--- config.mk ---
export PLATFORM = sky130hd
export DESIGN_NAME = rgb_to_hsv_converter
export DESIGN_NICKNAME = d
export VERILOG_FILES = /design/src/rtl/core/hsv_pkg.sv /design/src/rtl/core/hsv_prep.sv /design/src/rtl/core/hsv_div_stage.sv /design/src/rtl/core/hsv_finish.sv /design/src/rtl/core/rgb_to_hsv_converter.sv
export SDC_FILE = /design/constraint.sdc
export NUM_CORES = 1
export LEC_CHECK = 0
export ABC_AREA = 1
export BUFFER_PORTS_ARGS = -buffer_cell sky130_fd_sc_hd__buf_2
export CAP_MARGIN = 10
export CELL_PAD_IN_SITES_DETAIL_PLACEMENT = 2
export CELL_PAD_IN_SITES_GLOBAL_PLACEMENT = 2
export CORE_ASPECT_RATIO = 1.75
export CORE_MARGIN = 2
export CORE_UTILIZATION = 30
export DETAILED_ROUTE_END_ITERATION = 8
export PLACE_DENSITY_LB_ADDON = 0.1
export SLEW_MARGIN = 20
export SYNTH_ARGS = -nofsm -noshare
export SYNTH_HDL_FRONTEND = slang
export SYNTH_SLANG_ARGS = --single-unit
--- constraint.sdc ---
create_clock -name aclk -period 10 [get_ports aclk]
set_input_delay 1.5 -clock aclk [delete_from_list [all_inputs] [get_ports aclk]]
set_output_delay 1.5 -clock aclk [all_outputs]
set_load 0.01 [all_outputs]
--- src/rtl/core/hsv_pkg.sv ---
// shared types, codes and constants of the rgb to hsv converter
// no dependencies; imported by every module of the block
package hsv_pkg;

    // hue units per 60 degree sector and per full turn, in 1/64 degree
    localparam logic [15:0] HUE_SECTOR_UNITS = 16'd3840;
    localparam logic [15:0] HUE_FULL_TURN    = 16'd23040;

    // long division layout: 16 quotient bits over 8-bit divisors
    localparam int DIV_QUO_BITS   = 16;
    localparam int DIV_BITS_STAGE = 4;
    localparam int DIV_STAGES     = DIV_QUO_BITS / DIV_BITS_STAGE;

    // hue sector codes, in tie order
    localparam logic [1:0] SECT_RED   = 2'd0;
    localparam logic [1:0] SECT_GREEN = 2'd1;
    localparam logic [1:0] SECT_BLUE  = 2'd2;

    typedef struct packed {
        logic [7:0] red;
        logic [7:0] green;
        logic [7:0] blue;
    } hsv_pixel_t;

    typedef struct packed {
        logic [14:0] hue_q6;
        logic [15:0] sat_q16;
        logic [7:0]  value_byte;
    } hsv_result_t;

    // one divider lane: work word holds remainder over dividend bits / quotient
    typedef struct packed {
        logic [23:0] work;
        logic [7:0]  den;
    } hsv_lane_t;

    // per-pixel facts carried alongside the divisions
    typedef struct packed {
        logic       grey;
        logic       neg;
        logic [1:0] sector;
        logic [7:0] value;
    } hsv_side_t;

    typedef struct packed {
        hsv_lane_t sat;
        hsv_lane_t hue;
        hsv_side_t side;
    } hsv_div_pkt_t;

endpackage

--- src/rtl/core/hsv_prep.sv ---
// front end: max/min, sector and difference, then division operands
// depends on hsv_pkg
module hsv_prep
    import hsv_pkg::*;
(
    input  logic         aclk,
    input  logic         aresetn,
    input  logic         in_valid,
    output logic         in_ready,
    input  hsv_pixel_t   in_pixel,
    output logic         out_valid,
    input  logic         out_ready,
    output hsv_div_pkt_t out_pkt
);

    logic        a_valid_reg;
    logic [7:0]  a_max_reg;
    logic [7:0]  a_delta_reg;
    logic [1:0]  a_sector_reg;
    logic        a_neg_reg;
    logic [7:0]  a_absdiff_reg;
    logic        a_ready;

    logic        b_valid_reg;
    hsv_div_pkt_t b_pkt_reg;
    hsv_div_pkt_t b_pkt_next;
    logic        b_ready;

    logic [7:0]  max_v;
    logic [7:0]  min_v;
    logic [1:0]  sector_v;
    logic [8:0]  diff_v;
    logic [8:0]  diff_neg;
    logic [19:0] hue_num;

    // channel max/min and sector, red wins ties over green over blue
    always_comb begin
        max_v = in_pixel.red;
        min_v = in_pixel.red;
        if (in_pixel.green > max_v) max_v = in_pixel.green;
        if (in_pixel.blue > max_v)  max_v = in_pixel.blue;
        if (in_pixel.green < min_v) min_v = in_pixel.green;
        if (in_pixel.blue < min_v)  min_v = in_pixel.blue;
        priority if (in_pixel.red == max_v) begin
            sector_v = SECT_RED;
            diff_v   = {1'b0, in_pixel.green} - {1'b0, in_pixel.blue};
        end else if (in_pixel.green == max_v) begin
            sector_v = SECT_GREEN;
            diff_v   = {1'b0, in_pixel.blue} - {1'b0, in_pixel.red};
        end else begin
            sector_v = SECT_BLUE;
            diff_v   = {1'b0, in_pixel.red} - {1'b0, in_pixel.green};
        end
        diff_neg = 9'd0 - diff_v;
    end

    assign a_ready  = !a_valid_reg || b_ready;
    assign b_ready  = !b_valid_reg || out_ready;
    assign in_ready = a_ready;

    // stage a: extremes and sector
    always_ff @(posedge aclk) begin
        if (!aresetn) begin
            a_valid_reg <= 1'b0;
        end else if (a_ready) begin
            a_valid_reg <= in_valid;
        end
    end

    always_ff @(posedge aclk) begin
        if (a_ready && in_valid) begin
            a_max_reg     <= max_v;
            a_delta_reg   <= max_v - min_v;
            a_sector_reg  <= sector_v;
            a_neg_reg     <= diff_v[8];
            a_absdiff_reg <= diff_v[8] ? diff_neg[7:0] : diff_v[7:0];
        end
    end

    // stage b: dividends delta*65535 and |diff|*3840
    always_comb begin
        hue_num = {a_absdiff_reg, 12'd0} - {4'd0, a_absdiff_reg, 8'd0};
        b_pkt_next.sat.work   = {a_delta_reg, 16'd0} - {16'd0, a_delta_reg};
        b_pkt_next.sat.den    = a_max_reg;
        b_pkt_next.hue.work   = {4'd0, hue_num};
        b_pkt_next.hue.den    = a_delta_reg;
        b_pkt_next.side.grey   = (a_delta_reg == 8'd0);
        b_pkt_next.side.neg    = a_neg_reg;
        b_pkt_next.side.sector = a_sector_reg;
        b_pkt_next.side.value  = a_max_reg;
    end

    always_ff @(posedge aclk) begin
        if (!aresetn) begin
            b_valid_reg <= 1'b0;
        end else if (b_ready) begin
            b_valid_reg <= a_valid_reg;
        end
    end

    always_ff @(posedge aclk) begin
        if (b_ready && a_valid_reg) begin
            b_pkt_reg <= b_pkt_next;
        end
    end

    assign out_valid = b_valid_reg;
    assign out_pkt   = b_pkt_reg;

endmodule

--- src/rtl/core/hsv_div_stage.sv ---
// one divider stage: a few restoring long-division steps on both lanes
// depends on hsv_pkg
module hsv_div_stage
    import hsv_pkg::*;
(
    input  logic         aclk,
    input  logic         aresetn,
    input  logic         in_valid,
    output logic         in_ready,
    input  hsv_div_pkt_t in_pkt,
    output logic         out_valid,
    input  logic         out_ready,
    output hsv_div_pkt_t out_pkt
);

    logic         valid_reg;
    hsv_div_pkt_t pkt_reg;
    hsv_div_pkt_t pkt_next;

    // one quotient bit: compare-subtract the partial remainder with the divisor
    function automatic hsv_lane_t div_step(input hsv_lane_t lane);
        hsv_lane_t  res;
        logic [8:0] part;
        logic       qbit;
        part = {lane.work[23:16], lane.work[15]};
        qbit = (part >= {1'b0, lane.den});
        if (qbit) part = part - {1'b0, lane.den};
        res.work = {part[7:0], lane.work[14:0], qbit};
        res.den  = lane.den;
        return res;
    endfunction

    always_comb begin
        pkt_next = in_pkt;
        for (int i = 0; i < DIV_BITS_STAGE; i++) begin
            pkt_next.sat = div_step(pkt_next.sat);
            pkt_next.hue = div_step(pkt_next.hue);
        end
    end

    assign in_ready = !valid_reg || out_ready;

    always_ff @(posedge aclk) begin
        if (!aresetn) begin
            valid_reg <= 1'b0;
        end else if (in_ready) begin
            valid_reg <= in_valid;
        end
    end

    always_ff @(posedge aclk) begin
        if (in_ready && in_valid) begin
            pkt_reg <= pkt_next;
        end
    end

    assign out_valid = valid_reg;
    assign out_pkt   = pkt_reg;

endmodule

--- src/rtl/core/hsv_finish.sv ---
// back end: hue assembly with floor and wrap, grey override, output register
// depends on hsv_pkg
module hsv_finish
    import hsv_pkg::*;
(
    input  logic         aclk,
    input  logic         aresetn,
    input  logic         in_valid,
    output logic         in_ready,
    input  hsv_div_pkt_t in_pkt,
    output logic         out_valid,
    input  logic         out_ready,
    output hsv_result_t  out_result
);

    logic        valid_reg;
    hsv_result_t result_reg;
    hsv_result_t result_next;

    logic [15:0] base;
    logic [15:0] wrap;
    logic [15:0] mag;
    logic [15:0] hue_sum;
    logic        rem_nz;

    // hue = 2*sector*3840 + floor(diff*3840/delta), plus a turn when negative in the red sector
    always_comb begin
        rem_nz = |in_pkt.hue.work[23:16];
        unique case (in_pkt.side.sector)
            SECT_RED:   base = 16'd0;
            SECT_GREEN: base = HUE_SECTOR_UNITS + HUE_SECTOR_UNITS;
            SECT_BLUE:  base = HUE_SECTOR_UNITS + HUE_SECTOR_UNITS
                               + HUE_SECTOR_UNITS + HUE_SECTOR_UNITS;
            default:    base = 16'd0;
        endcase
        wrap = (in_pkt.side.neg && in_pkt.side.sector == SECT_RED) ? HUE_FULL_TURN : 16'd0;
        // negative fractions round toward minus infinity
        mag = in_pkt.hue.work[15:0] + {15'd0, in_pkt.side.neg & rem_nz};
        hue_sum = in_pkt.side.neg ? (base + wrap - mag) : (base + mag);
        if (in_pkt.side.grey) begin
            result_next.hue_q6  = 15'd0;
            result_next.sat_q16 = 16'd0;
        end else begin
            result_next.hue_q6  = hue_sum[14:0];
            result_next.sat_q16 = in_pkt.sat.work[15:0];
        end
        result_next.value_byte = in_pkt.side.value;
    end

    assign in_ready = !valid_reg || out_ready;

    always_ff @(posedge aclk) begin
        if (!aresetn) begin
            valid_reg <= 1'b0;
        end else if (in_ready) begin
            valid_reg <= in_valid;
        end
    end

    always_ff @(posedge aclk) begin
        if (in_ready && in_valid) begin
            result_reg <= result_next;
        end
    end

    assign out_valid  = valid_reg;
    assign out_result = result_reg;

endmodule

--- src/rtl/core/rgb_to_hsv_converter.sv ---
// top level of the rgb to hsv converter: prep, divider stages, finish
// depends on hsv_pkg, hsv_prep, hsv_div_stage, hsv_finish
//
//   channel  | ports                      | payload
//   ---------+----------------------------+---------------------------------
//   input    | s_valid, s_ready, s_pixel  | red, green, blue (8 bits each)
//   result   | m_valid, m_ready, m_result | hue_q6, sat_q16, value_byte
//
// one transaction per clock sustained while m_ready is high; 2 prep stages,
// 4 divider stages of 4 quotient bits each, 1 output register
// the 16-bit quotient of the saturation and hue divisions sets the depth
// each stage holds its own valid bit and stalls only when full and blocked,
// so bubbles close up while m_ready is low
// aresetn clears the valid bits only; no other state
module rgb_to_hsv_converter
    import hsv_pkg::*;
(
    input  logic        aclk,
    input  logic        aresetn,
    input  logic        s_valid,
    output logic        s_ready,
    input  hsv_pixel_t  s_pixel,
    output logic        m_valid,
    input  logic        m_ready,
    output hsv_result_t m_result
);

    logic         div_valid [DIV_STAGES+1];
    logic         div_ready [DIV_STAGES+1];
    hsv_div_pkt_t div_pkt   [DIV_STAGES+1];

    // extremes, sector and dividends
    hsv_prep u_prep (
        .aclk      (aclk),
        .aresetn   (aresetn),
        .in_valid  (s_valid),
        .in_ready  (s_ready),
        .in_pixel  (s_pixel),
        .out_valid (div_valid[0]),
        .out_ready (div_ready[0]),
        .out_pkt   (div_pkt[0])
    );

    // pipelined long division for saturation and hue
    for (genvar k = 0; k < DIV_STAGES; k++) begin : g_div
        hsv_div_stage u_div_stage (
            .aclk      (aclk),
            .aresetn   (aresetn),
            .in_valid  (div_valid[k]),
            .in_ready  (div_ready[k]),
            .in_pkt    (div_pkt[k]),
            .out_valid (div_valid[k+1]),
            .out_ready (div_ready[k+1]),
            .out_pkt   (div_pkt[k+1])
        );
    end

    // hue assembly and output register
    hsv_finish u_finish (
        .aclk       (aclk),
        .aresetn    (aresetn),
        .in_valid   (div_valid[DIV_STAGES]),
        .in_ready   (div_ready[DIV_STAGES]),
        .in_pkt     (div_pkt[DIV_STAGES]),
        .out_valid  (m_valid),
        .out_ready  (m_ready),
        .out_result (m_result)
    );

endmodule
==> After elaboration in Yosys (flattened, before gate mapping) <==
Index checks and enable logic that the tools add are counted.
{ "word_totals": {"output_inout_bits": 41, "wordCells": 199, "register_bits": 393, "in_bits": 28} }
{ "classes": {"bitwise": 1, "n_reduce_logical": 25, "n_eq_ne": 4, "n_lt_le_gt_ge": 36, "muxes": 42, "add_sub_neg": 42} }
{ "ops": {"columns": ["op", "count"], "rows": [
  ["$mux W8", 36],
  ["$ge A9 B8 Y1", 31],
  ["$sub A8 B8 Y8", 31],
  ["$add A14 B15 Y15", 2],
  ["$mux W15", 2],
  ["$pmux W14 S2", 1],
  ["$sub A8 B8 Y9", 3],
  ["$sub A24 B8 Y24", 1],
  ["$sub A20 B16 Y20", 1],
  ["$mux W9", 2],
  ["$eq A8 B8 Y1", 2],
  ["$gt A8 B8 Y1", 2],
  ["$lt A8 B8 Y1", 2],
  ["$add A15 B1 Y15", 1],
  ["$sub A15 B15 Y15", 1],
  ["$ge A5 B8 Y1", 1],
  ["$logic_and A1 B1 Y1", 8],
  ["$logic_not A8 Y1", 1],
  ["$reduce_or A8 Y1", 1],
  ["$sub A1 B8 Y8 const A", 1],
  ["$sub A5 B8 Y8", 1],
  ["$logic_not A1 Y1", 7],
  ["$logic_or A1 B1 Y1", 7],
  ["$eq A2 B1 Y1 const B", 1],
  ["other kinds (4)", 4]
]} }

==> Logic depth before layout (Yosys ltp) <==
{ "depth": {"ltp_word": 9, "depth_mapped": 59, "mapped_depth_nobuf": 58} }

==> Cells and area by module <==
A second synthesis with hierarchy kept.
{ "hier_totals": {"hier_cells": 4019, "area_unflattened_um2": 34147.8} }
{ "by_module_without_submodules": {"columns": ["mod", "area_each_um2", "cells_per_inst", "seq_area_each_um2", "n_inst"], "rows": [
  ["hsv_div_stage at g_div[1].u_div_stage ...", 6266.0, 751, 2302.2, 2],
  ["hsv_div_stage at g_div[2].u_div_stage", 6449.9, 758, 2302.2, 1],
  ["hsv_div_stage at g_div[0].u_div_stage", 6248.5, 740, 2302.2, 1],
  ["hsv_prep", 6049.6, 709, 2472.4, 1],
  ["hsv_finish", 2867.8, 310, 1191.1, 1]
]} }

==> Worst setup path after synthesis <==
No wires, ideal clock.
{ "synth_timing": {"path_kind": "register to register", "startpoint": "register g_div[0].u_div_stage.pkt_reg, in the netlist g_div[0].u_div_stage.out_pkt[45]", "endpoint": "register g_div[1].u_div_stage.pkt_reg, in the netlist g_div[1].u_div_stage.out_pkt[69], data pin", "n_path_buf": 1, "synth_period_minus_slack_ns": 7.636, "setup_slack_ns": 2.364, "stages_incl_launch_ff": 57, "required_ns": 9.745, "arrival_ns": 7.381, "setup_ns": 0.255, "path_cell_list": "edfxtp_1 -> inv_1 -> ha_1 -> a31oi_1 -> o31ai_2 -> nand4_1 -> nand2_1 -> buf_4 -> inv_1 -> or2_0 -> o21a_1 -> inv_1 -> ha_1 -> nand2_1 -> o21ai_1 -> nand2_1 -> nand2_1 -> a21oi_1 -> [... 21 more ...] -> o21ai_0 -> ha_1 -> nand3_1 -> nand2_1 -> a21oi_1 -> inv_1 -> a21oi_1 -> inv_1 -> nand2_1 -> inv_1 -> nor2_1 -> o21bai_1 -> a21oi_1 -> o21ai_0 -> nor2_2 -> nand2_2 -> nand2_1 -> nand2_1"} }
{ "synth_rtl": {"columns": ["item", "line", "rtl"], "rows": [
  ["start, declared", "hsv_div_stage.sv:17", "hsv_div_pkt_t pkt_reg;"],
  ["start signal, assigned", "hsv_div_stage.sv:53", "pkt_reg <= pkt_next;"],
  ["end signal, assigned", "hsv_div_stage.sv:53", null],
  ["end, declared", "hsv_div_stage.sv:17", null]
]} }

==> impl_summary.log <==
INFO  metric run_status = finished clean
INFO  metric placement_rows = 148
INFO  metric count_of_flip_flops_with_a_built_in_enable_after_synthesis = 349
INFO  metric first_global_vias = 26,140
INFO  metric routedWlPerCell = 20.42 um
INFO  metric first_pass_grt_wire_length = 144.7 mm
INFO  metric slew_headroom = 40.80%
INFO  metric post-route-period-util = 91.04%
INFO  metric clock_insertion_delay_worst_skew = 0.59 ns
INFO  metric timing_worst_setup_path_type = reg -> reg
INFO  metric synth_ff_type = edfxtp_1
INFO  metric cts_buffer_depth = 3
INFO  metric io_pins = 69
INFO  metric layout-drive-gt1-share = 8.697%
INFO  metric tritoncts = yes
INFO  metric numPortBuffers = 68
INFO  metric layout.cell_area.non_filler = 31,170 sq um
INFO  metric post-route-drc-count = 0
INFO  metric cts-htree-levels = 2
INFO  metric critical_path.startpoint_type = flop
INFO  metric tritoncts.num_buffers = 40
INFO  metric preCtsSetupSlack = -0.1620 ns
INFO  metric crit_path_top_delay_cell = edfxtp_1
INFO  metric synth.ff_latch_count = 356
INFO  metric crit_path_end_kind = flop
INFO  metric report.final.slew_viol_count = 0
INFO  metric timing_worst_slew_pin_value = 0.8880 ns
INFO  metric synth_fp_nets = 3,639
INFO  metric core_area = 92,590 sq um
INFO  metric maxCapViolations = 0
INFO  metric fin_tns_setup = 0 ns
INFO  metric postSynth.asyncResetShare = 0%
INFO  metric hold_path_class = reg -> reg
INFO  metric setup_viol = 0
INFO  metric synth-warning-count = 0
INFO  metric grt_usage = 19.75%
INFO  metric post_syn_instances = 3,258
INFO  metric pin_count_of_the_biggest_net_entering_global_routing = 59
INFO  metric maxClockFrequency = 0.1098 GHz
INFO  metric signal_arrival_time_at_the_worst_endpoint = 9.44 ns
INFO  metric dr.first_iter.drc_count = 688
INFO  metric antenna_left = 0
INFO  metric finalHoldViolCount = 0
INFO  metric syn_avg_cell_area = 8.566 sq um
INFO  metric cp_data_required_time = 10.33 ns
INFO  metric detailed_place_hpwl = 79.32 mm
INFO  metric syn_area = 27,910 sq um
INFO  metric die-width = 234.6 um
INFO  metric antenna_found_initial = 0
INFO  metric ys_seq_area_share = 38.05%
INFO  metric num_vias = 22,920
INFO  metric path_max_fanout = 9
INFO  metric grt-ovfl-total = 0
INFO  metric worstPathBufferInverterCount = 9
INFO  metric timing.critical_path.slowest_cell_delay = 0.44 ns
INFO  metric detail_route.wirelength = 93.80 mm
INFO  metric cell_repeated_most_along_the_worst_path = nand2_1
INFO  metric final_min_period = 9.104 ns
INFO  metric vias_per_cell = 4.989
INFO  metric number_of_sinks_driven_by_the_clock_tree = 356
INFO  metric dieArea = 95,580 sq um
INFO  metric area.growth.synth_to_final = 11.69%
INFO  metric cts_hold_buffers = 0
INFO  metric final.setup.worst_slack = 0.8964 ns
INFO  metric yosysUniqueCellTypes = 67
INFO  metric initial_core_util = 30.14%
INFO  metric finalWeightedCongestion = 0.8766
INFO  metric worst_clock_skew = 0.02189 ns
INFO  metric path_clk_slew = 0.06 ns
INFO  metric root_buffer = clkbuf_16
INFO  metric die_height = 407.5 um
INFO  metric critPathTopFamily = compound AO/OA/AOI/OAI gates
INFO  metric dpl-instance-area = 29,680 sq um
INFO  metric largest_register_ffs = 229
INFO  metric dr.pass1.iters = 4
INFO  metric fin_nets = 3,742
[path summary, 6_finish.rpt]
kind / start / slack [ns] / cells past startpoint / endpoint
max: g_div[0].u_div_stage.out_pkt[50] / 0.90 / 55 / g_div[1].u_div_stage.out_pkt[74]
max reg2reg: g_div[0].u_div_stage.out_pkt[50] / 0.90 / 55 / g_div[1].u_div_stage.out_pkt[74]
min: g_div[2].u_div_stage.out_pkt[57] / 0.42 / 0 / g_div[3].u_div_stage.out_pkt[61]
min reg2reg: g_div[2].u_div_stage.out_pkt[57] / 0.42 / 0 / g_div[3].u_div_stage.out_pkt[61]
[stage by stage]
step	util (%)	hold WS (ns)	instances
finish	33.67	0.4161	4593
floorplan	-	0.4003	3258
CTS	33.58	0.4139	4585
global route	33.66	0.4185	4592
global placement	32.06	0.4004	4511
detailed placement	32.06	0.4056	4511
[synthesized netlist by cell type, types with 12 or more instances]
cell | count | area share [%]
xor2_1 | 141 | 4.4
nand2_2 | 20 | 0.45
a21o_1 | 17 | 0.46
inv_2 | 12 | 0.16
o21ai_0 | 183 | 3.3
nand4_1 | 47 | 1.1
edfxtp_1 | 349 | 38
inv_1 | 516 | 6.9
ha_1 | 320 | 14
a21oi_1 | 226 | 4.1
o21a_1 | 12 | 0.32
xnor2_1 | 69 | 2.2
nand3_2 | 14 | 0.50
o21ai_1 | 46 | 0.82
nor3_1 | 42 | 0.75
nand3_1 | 132 | 2.4
nand2_1 | 646 | 8.7
o21bai_1 | 24 | 0.65
nor2_1 | 225 | 3.0
fa_1 | 33 | 2.4
or2_2 | 15 | 0.34
[per-layer routing]
metal  track usage [%]  wire (um)  vias up
met5                 0          0        -
met4             8.295       4255        0
met3             1.580       1386      147
met2             43.91      58770      243
met1             16.53      29390    11400
li1                  -          -    11130
[area by class of cell]
type	instances	area (sq um)
Fill cell	10570	61420
Multi-Input combinational cell	2335	15090
Sequential cell	356	10620
Inverter	531	1997
Tap cell	1200	1501
Clock buffer	44	1016
Timing Repair Buffer	97	558.0
Clock inverter	29	390.4
Antenna cell	1	2.502
[worst reg2reg max path, delay by kind of cell (launching register included)]
kind / cells / cell delay, ns
buffers and inverters: 9 / 0.97
and+or+nand+nor: 23 / 2.72
DFF: 1 / 0.44
adders and majority gates: 4 / 1.18
AOI/OAI and AO/OA: 19 / 3.54
[placed cells by master (no fill, tap or decap), types with 29 or more instances in the layout]
| cell type | count |
|---|---|
| nand2_1 | 642 |
| inv_1 | 510 |
| edfxtp_1 | 349 |
| ha_1 | 320 |
| a21oi_1 | 226 |
| nor2_1 | 222 |
| o21ai_0 | 181 |
| xor2_1 | 141 |
| nand3_1 | 131 |
| xnor2_1 | 69 |
| buf_2 | 68 |
| o21ai_1 | 47 |
| nand4_1 | 47 |
| nor3_1 | 42 |
| clkbuf_16 | 40 |
| fa_1 | 33 |
| buf_4 | 29 |
[kinds of logic (layout without fill, tap and decap cells)]
kind of cell,Yosys count,count (layout),share of synthesized area (%)
other cells,0,1,0
compound gates,564,564,11.28
flops,356,356,38.05
mux,5,5,0.2017
simple gates,1203,1203,19.11
xor+xnor,210,210,6.590
fa+ha+maj,353,353,16.71
buf+inv,567,701,8.056
[repair_timing]
| action | 4_1_cts | 5_1_grt |
|---|---|---|
| setup buffers | 1 | 7 |
| pin swaps | 0 | 3 |
| gates cloned | 0 | 0 |
| setup endpoints to repair | 9 | 28 |
| resized for setup | 1 | 10 |
Power is left out: the tool's default activity adds up to more than one toggle a clock period on the data nets, which glitch-free logic cannot reach.
